[config.mk]
export PLATFORM = sky130hd
export DESIGN_NAME = dst_test_core
export DESIGN_NICKNAME = d
export VERILOG_FILES = /design/src/hdl/dst_pkg.sv /design/src/hdl/dst_test_core.sv
export SDC_FILE = /design/constraint.sdc
export NUM_CORES = 1
export LEC_CHECK = 0
export BUFFER_PORTS_ARGS = -buffer_cell sky130_fd_sc_hd__buf_4
export CAP_MARGIN = 20
export CORE_MARGIN = 8
export CORE_UTILIZATION = 50
export DETAILED_ROUTE_END_ITERATION = 10
export PLACE_DENSITY = 0.9
export RECOVER_POWER = 25
export SETUP_SLACK_MARGIN = 0.1
export SLEW_MARGIN = 10
export SYNTH_ARGS = -nofsm -noshare
export SYNTH_HDL_FRONTEND = slang
export SYNTH_SLANG_ARGS = --single-unit
[constraint.sdc]
create_clock -name vclk -period 13.2
set_input_delay 1.98 -clock vclk [all_inputs]
set_output_delay 1.98 -clock vclk [all_outputs]
set_load 0.005 [all_outputs]
[src/hdl/dst_pkg.sv]
// Shared types, codes and helper functions for the depth/stencil test block.
// Used by dst_test_core and depth_stencil_test; depends on nothing else.
package dst_pkg;

    // Default geometry of the depth and stencil stores.
    localparam int DEF_FB_WIDTH    = 64;
    localparam int DEF_FB_HEIGHT   = 64;
    localparam int DEF_SAMPLES_PER_PIXEL = 4;

    // Stream payload widths.
    localparam int S_TDATA_W = 48;
    localparam int S_TUSER_W = 2;
    localparam int M_TDATA_W = 16;
    localparam int CFG_IDX_W = 3;
    localparam int CFG_DATA_W = 12;

    // Item commands.
    localparam logic [1:0] CMD_TEST          = 2'd0;
    localparam logic [1:0] CMD_CLEAR_DEPTH   = 2'd1;
    localparam logic [1:0] CMD_CLEAR_STENCIL = 2'd2;

    // Configuration register indexes.
    localparam logic [CFG_IDX_W-1:0] REG_DEPTH_CONTROL   = 3'd0;
    localparam logic [CFG_IDX_W-1:0] REG_STENCIL_EN      = 3'd1;
    localparam logic [CFG_IDX_W-1:0] REG_FRONT_CONTROL   = 3'd2;
    localparam logic [CFG_IDX_W-1:0] REG_BACK_CONTROL    = 3'd3;
    localparam logic [CFG_IDX_W-1:0] REG_READ_MASK       = 3'd4;
    localparam logic [CFG_IDX_W-1:0] REG_WRITE_MASK      = 3'd5;
    localparam logic [CFG_IDX_W-1:0] REG_STENCIL_REF     = 3'd6;

    localparam logic [7:0] STENCIL_MAX = 8'hFF;

    // Comparison functions.
    localparam logic [2:0] FUNC_NEVER         = 3'd0;
    localparam logic [2:0] FUNC_LESS          = 3'd1;
    localparam logic [2:0] FUNC_EQUAL         = 3'd2;
    localparam logic [2:0] FUNC_LESS_EQUAL    = 3'd3;
    localparam logic [2:0] FUNC_GREATER       = 3'd4;
    localparam logic [2:0] FUNC_NOT_EQUAL     = 3'd5;
    localparam logic [2:0] FUNC_GREATER_EQUAL = 3'd6;
    localparam logic [2:0] FUNC_ALWAYS        = 3'd7;

    // Stencil operations.
    localparam logic [2:0] OP_KEEP      = 3'd0;
    localparam logic [2:0] OP_ZERO      = 3'd1;
    localparam logic [2:0] OP_REPLACE   = 3'd2;
    localparam logic [2:0] OP_INCR_SAT  = 3'd3;
    localparam logic [2:0] OP_DECR_SAT  = 3'd4;
    localparam logic [2:0] OP_INVERT    = 3'd5;
    localparam logic [2:0] OP_INCR_WRAP = 3'd6;
    localparam logic [2:0] OP_DECR_WRAP = 3'd7;

    typedef struct packed {
        logic [4:0]  depth_control;
        logic        stencil_en;
        logic [11:0] front_control;
        logic [11:0] back_control;
        logic [7:0]  read_mask;
        logic [7:0]  write_mask;
        logic [7:0]  reference;
    } dst_cfg_t;

    typedef struct packed {
        logic       color_write;
        logic       depth_ok;
        logic       stencil_ok;
        logic [7:0] stencil_result;
        logic       depth_we;
        logic       stencil_we;
    } dst_result_t;

    function automatic logic dst_compare(input logic [2:0] func,
                                         input logic [23:0] a,
                                         input logic [23:0] b);
        logic r;
        case (func)
            FUNC_NEVER:         r = 1'b0;
            FUNC_LESS:          r = a < b;
            FUNC_EQUAL:         r = a == b;
            FUNC_LESS_EQUAL:    r = a <= b;
            FUNC_GREATER:       r = a > b;
            FUNC_NOT_EQUAL:     r = a != b;
            FUNC_GREATER_EQUAL: r = a >= b;
            FUNC_ALWAYS:        r = 1'b1;
            default:            r = 1'b1;
        endcase
        return r;
    endfunction

endpackage

[src/hdl/dst_test_core.sv]
// Depth compare, stencil compare and stencil update for one sample.
// Purely combinational; depends on dst_pkg.
module dst_test_core (
    input  dst_pkg::dst_cfg_t    cfg,
    input  logic                 front_facing,
    input  logic [23:0]          frag_depth,
    input  logic [23:0]          stored_depth,
    input  logic [7:0]           stored_stencil,
    output dst_pkg::dst_result_t res
);
    import dst_pkg::*;

    logic        d_en;
    logic        d_wr;
    logic        dp;
    logic        sp;
    logic [11:0] ctl;
    logic [2:0]  op;
    logic [7:0]  val;
    logic [7:0]  new_s;

    assign d_en = cfg.depth_control[0];
    assign d_wr = cfg.depth_control[1];
    assign ctl  = front_facing ? cfg.front_control : cfg.back_control;
    assign dp   = d_en ? dst_compare(cfg.depth_control[4:2], frag_depth, stored_depth) : 1'b1;

    always_comb begin
        sp    = 1'b1;
        op    = OP_KEEP;
        val   = stored_stencil;
        new_s = stored_stencil;
        if (cfg.stencil_en) begin
            sp = dst_compare(ctl[2:0], {16'd0, cfg.reference & cfg.read_mask},
                             {16'd0, stored_stencil & cfg.read_mask});
            // Fail op wins over depth-fail op, which wins over pass op.
            if (!sp) begin
                op = ctl[5:3];
            end else if (!dp) begin
                op = ctl[11:9];
            end else begin
                op = ctl[8:6];
            end
            case (op)
                OP_KEEP:      val = stored_stencil;
                OP_ZERO:      val = 8'd0;
                OP_REPLACE:   val = cfg.reference;
                OP_INCR_SAT:  val = (stored_stencil == STENCIL_MAX) ? STENCIL_MAX
                                                                    : stored_stencil + 8'd1;
                OP_DECR_SAT:  val = (stored_stencil == 8'd0) ? 8'd0 : stored_stencil - 8'd1;
                OP_INVERT:    val = ~stored_stencil;
                OP_INCR_WRAP: val = stored_stencil + 8'd1;
                OP_DECR_WRAP: val = stored_stencil - 8'd1;
                default:      val = stored_stencil;
            endcase
            new_s = (stored_stencil & ~cfg.write_mask) | (val & cfg.write_mask);
        end
    end

    assign res.color_write    = dp && sp;
    assign res.depth_ok       = dp;
    assign res.stencil_ok     = sp;
    assign res.stencil_result = new_s;
    assign res.depth_we       = dp && sp && d_en && d_wr;
    assign res.stencil_we     = cfg.stencil_en;

endmodule

==> flow_metrics.env <==
export IMPL_routed_wl_um=7485
export IMPL_p_seq_share_pct=0
export IMPL_crit_required_ns=11.22
export IMPL_vias_per_cell=6.045
export IMPL_fin_nets=543
export IMPL_power_w=0.0001360
export IMPL_cpPeakStageDelay_ns=0.89
export IMPL_dieArea_mm2=0.006647
export IMPL_hold_viol=0
export IMPL_yosysWarningCount=0
export IMPL_cp_max_fo=15
export IMPL_area_growth_pct=40.21
export IMPL_antenna_found_initial=0
export IMPL_clock_buffer_count=0
export IMPL_place_gp_congestion=0.9814
export IMPL_initialDrtViolationCount=248
export IMPL_grt_total_usage_pct=21.49
export IMPL_dr_pass1_iters=5
export IMPL_route_detailed_drc=0
export IMPL_post_cts_buffers=0
export IMPL_die_width_um=81.53
export IMPL_synth_top_area_cell="ha_1"
export IMPL_start_util_pct=50.71
export IMPL_regArea_um2=0
export IMPL_via_count=2702
export IMPL_portBuffers=124
export IMPL_p_clk_share_pct=0
export IMPL_grt_overflow_total=0
export IMPL_final_cell_mix="buf_4, ha_1, inv_1, nand2_1, a21oi_1"
export IMPL_synth_cell_types=72
export IMPL_min_period_ns=8.159
export IMPL_powerDensity_mw_per_mm2=45.17
export IMPL_layout_drive_gt1_share_pct=38.73
export IMPL_worstSetupEndpointType="output pin"
export IMPL_hold_buffers=0
export IMPL_synth_area_mm2=0.002147
export IMPL_crit_buf_inv=2
export IMPL_ys_seq_area_share_pct=0
export IMPL_cp_common_cell="nor2_1"
export IMPL_synth_cells=287
export IMPL_slowest_stage="a221oi_2"
export IMPL_max_freq_ghz=0.1226
export IMPL_hp_class="in2out"
export IMPL_grt_max_degree=28
export IMPL_num_antenna_cells=0
export IMPL_p_int_w=0.00006663
export IMPL_critPathArrivalTime_ns=6.18
export IMPL_ir_worst_vdd_mv=0.02017
export IMPL_cp_start_kind="primary input"
export IMPL_worst_pin_slew_ns=1.016
export IMPL_syn_num_nets=433
export IMPL_grt_pass1_wl_um=11990
export IMPL_synth_area_top_cells="ha_1, inv_1, a21oi_1"
export IMPL_avgSynthCellArea_um2=7.481
export IMPL_rows=24
export IMPL_setup_tns_ns=0
export IMPL_synth_top_area_share_pct=20.40
export IMPL_fp_coreArea_mm2=0.004234
export IMPL_grt_pass1_vias=2695
export IMPL_nFlopsAndLatches=0
export IMPL_maxCapViolations=0
export IMPL_io_pins=124
export IMPL_cp_top_family="compound AO/OA/AOI/OAI gates"
export IMPL_ant_nets=0
export IMPL_slew_limit_headroom_pct=32.08
export IMPL_critical_path_class="in2out"
export IMPL_dp_final_hpwl_um=6529
export IMPL_status="completed"
export IMPL_slew_violations=0
export IMPL_detail_route_wl_per_cell_um=16.74
export IMPL_p_comb_share_pct=100.0
export IMPL_crit_path_cell_trace="buf_4, and2_1, ha_1, a21oi_1, nor2_1, a211oi_1, a31oi_1, nor2_1, a211oi_1, a221oi_2, nor4_1, a31oi_2, nor2_1, o32a_1, buf_4"
export IMPL_leakagePower_nw=1.500
export IMPL_p_sw_share_pct=51.00
export IMPL_rsz0062_at_grt="false"
export IMPL_die_h_um=81.53
export IMPL_switching_power_w=0.00006934
export IMPL_fin_crit_sh_pct=61.81
export IMPL_cts_resized=0
export IMPL_setup_viol=0
export IMPL_final_common_cell="buf_4"
-- Yosys cell counts, drive strengths merged, types with 4 or more instances --
master and number:
and2 8, a211oi 5, o221ai 4, nor4 6, nand4 8, o211ai 7
o21ai 9, nand3 13, a21oi 20, xnor2 4, ha 35, inv 32
o311ai 4, nor2 12, nand2 25, nor3 8, and3 6, buf 13
mux2i 7, mux2 6
-- metal layers --
metal	wire, um	track usage, %	vias up
met2	3678	38.66	157
met3	883	5.033	20
li1	-	-	1316
met5	0	0	-
met4	180	4.464	0
met1	2743	25.11	1209
-- power groups by stage --
| stage | clock, W | combinational, W | sequential (W) |
|---|---|---|---|
| final | 0 | 0.000136 | 0 |
| after global routing | 0 | 0.000149 | 0 |
| after CTS | 0 | 0.000135 | 0 |
| after floorplan | 0 | 0.0000905 | 0 |
| after detailed placement | 0 | 0.000135 | 0 |
| after global placement | 0 | 0.000131 | 0 |
-- cells by family after synthesis --
kind of cell / Yosys count / synth area share, %
buffers and inverters: 48 / 11.25
adders and majority gates: 35 / 20.40
xor gates and xnor gates: 5 / 2.040
muxes: 13 / 6.410
AOI/OAI and AO/OA: 83 / 31.70
and+or+nand+nor: 103 / 28.21
-- metrics by stage --
step | cells | area, um2 | hold slack, ns | util, % | setup slack (ns)
after floorplan | 287 | 2147 | 4.019 | - | 6.261
after global placement | 447 | 3022 | 4.195 | 71.37 | 5.253
after detailed placement | 447 | 3022 | 4.200 | 71.37 | 5.124
after CTS | 447 | 3022 | 4.198 | 71.37 | 5.093
after global routing | 447 | 3010 | 4.282 | 71.10 | 4.704
final | 447 | 3010 | 4.271 | 71.10 | 5.041
-- cell type report --
class,count,area (um2)
fillers,352,1224
inverters,32,120.1
well taps,52,65.06
repair buffers,124,923.4
multi-input cells,239,1902
-- path summary, 6_finish.rpt --
path	start	slack [ns]	cells after the start	end
worst max-delay path	cfg[5]	5.04	15	res[5]
worst min-delay path	cfg[12]	4.27	3	res[6]
Power figures use the tool's default switching activity.
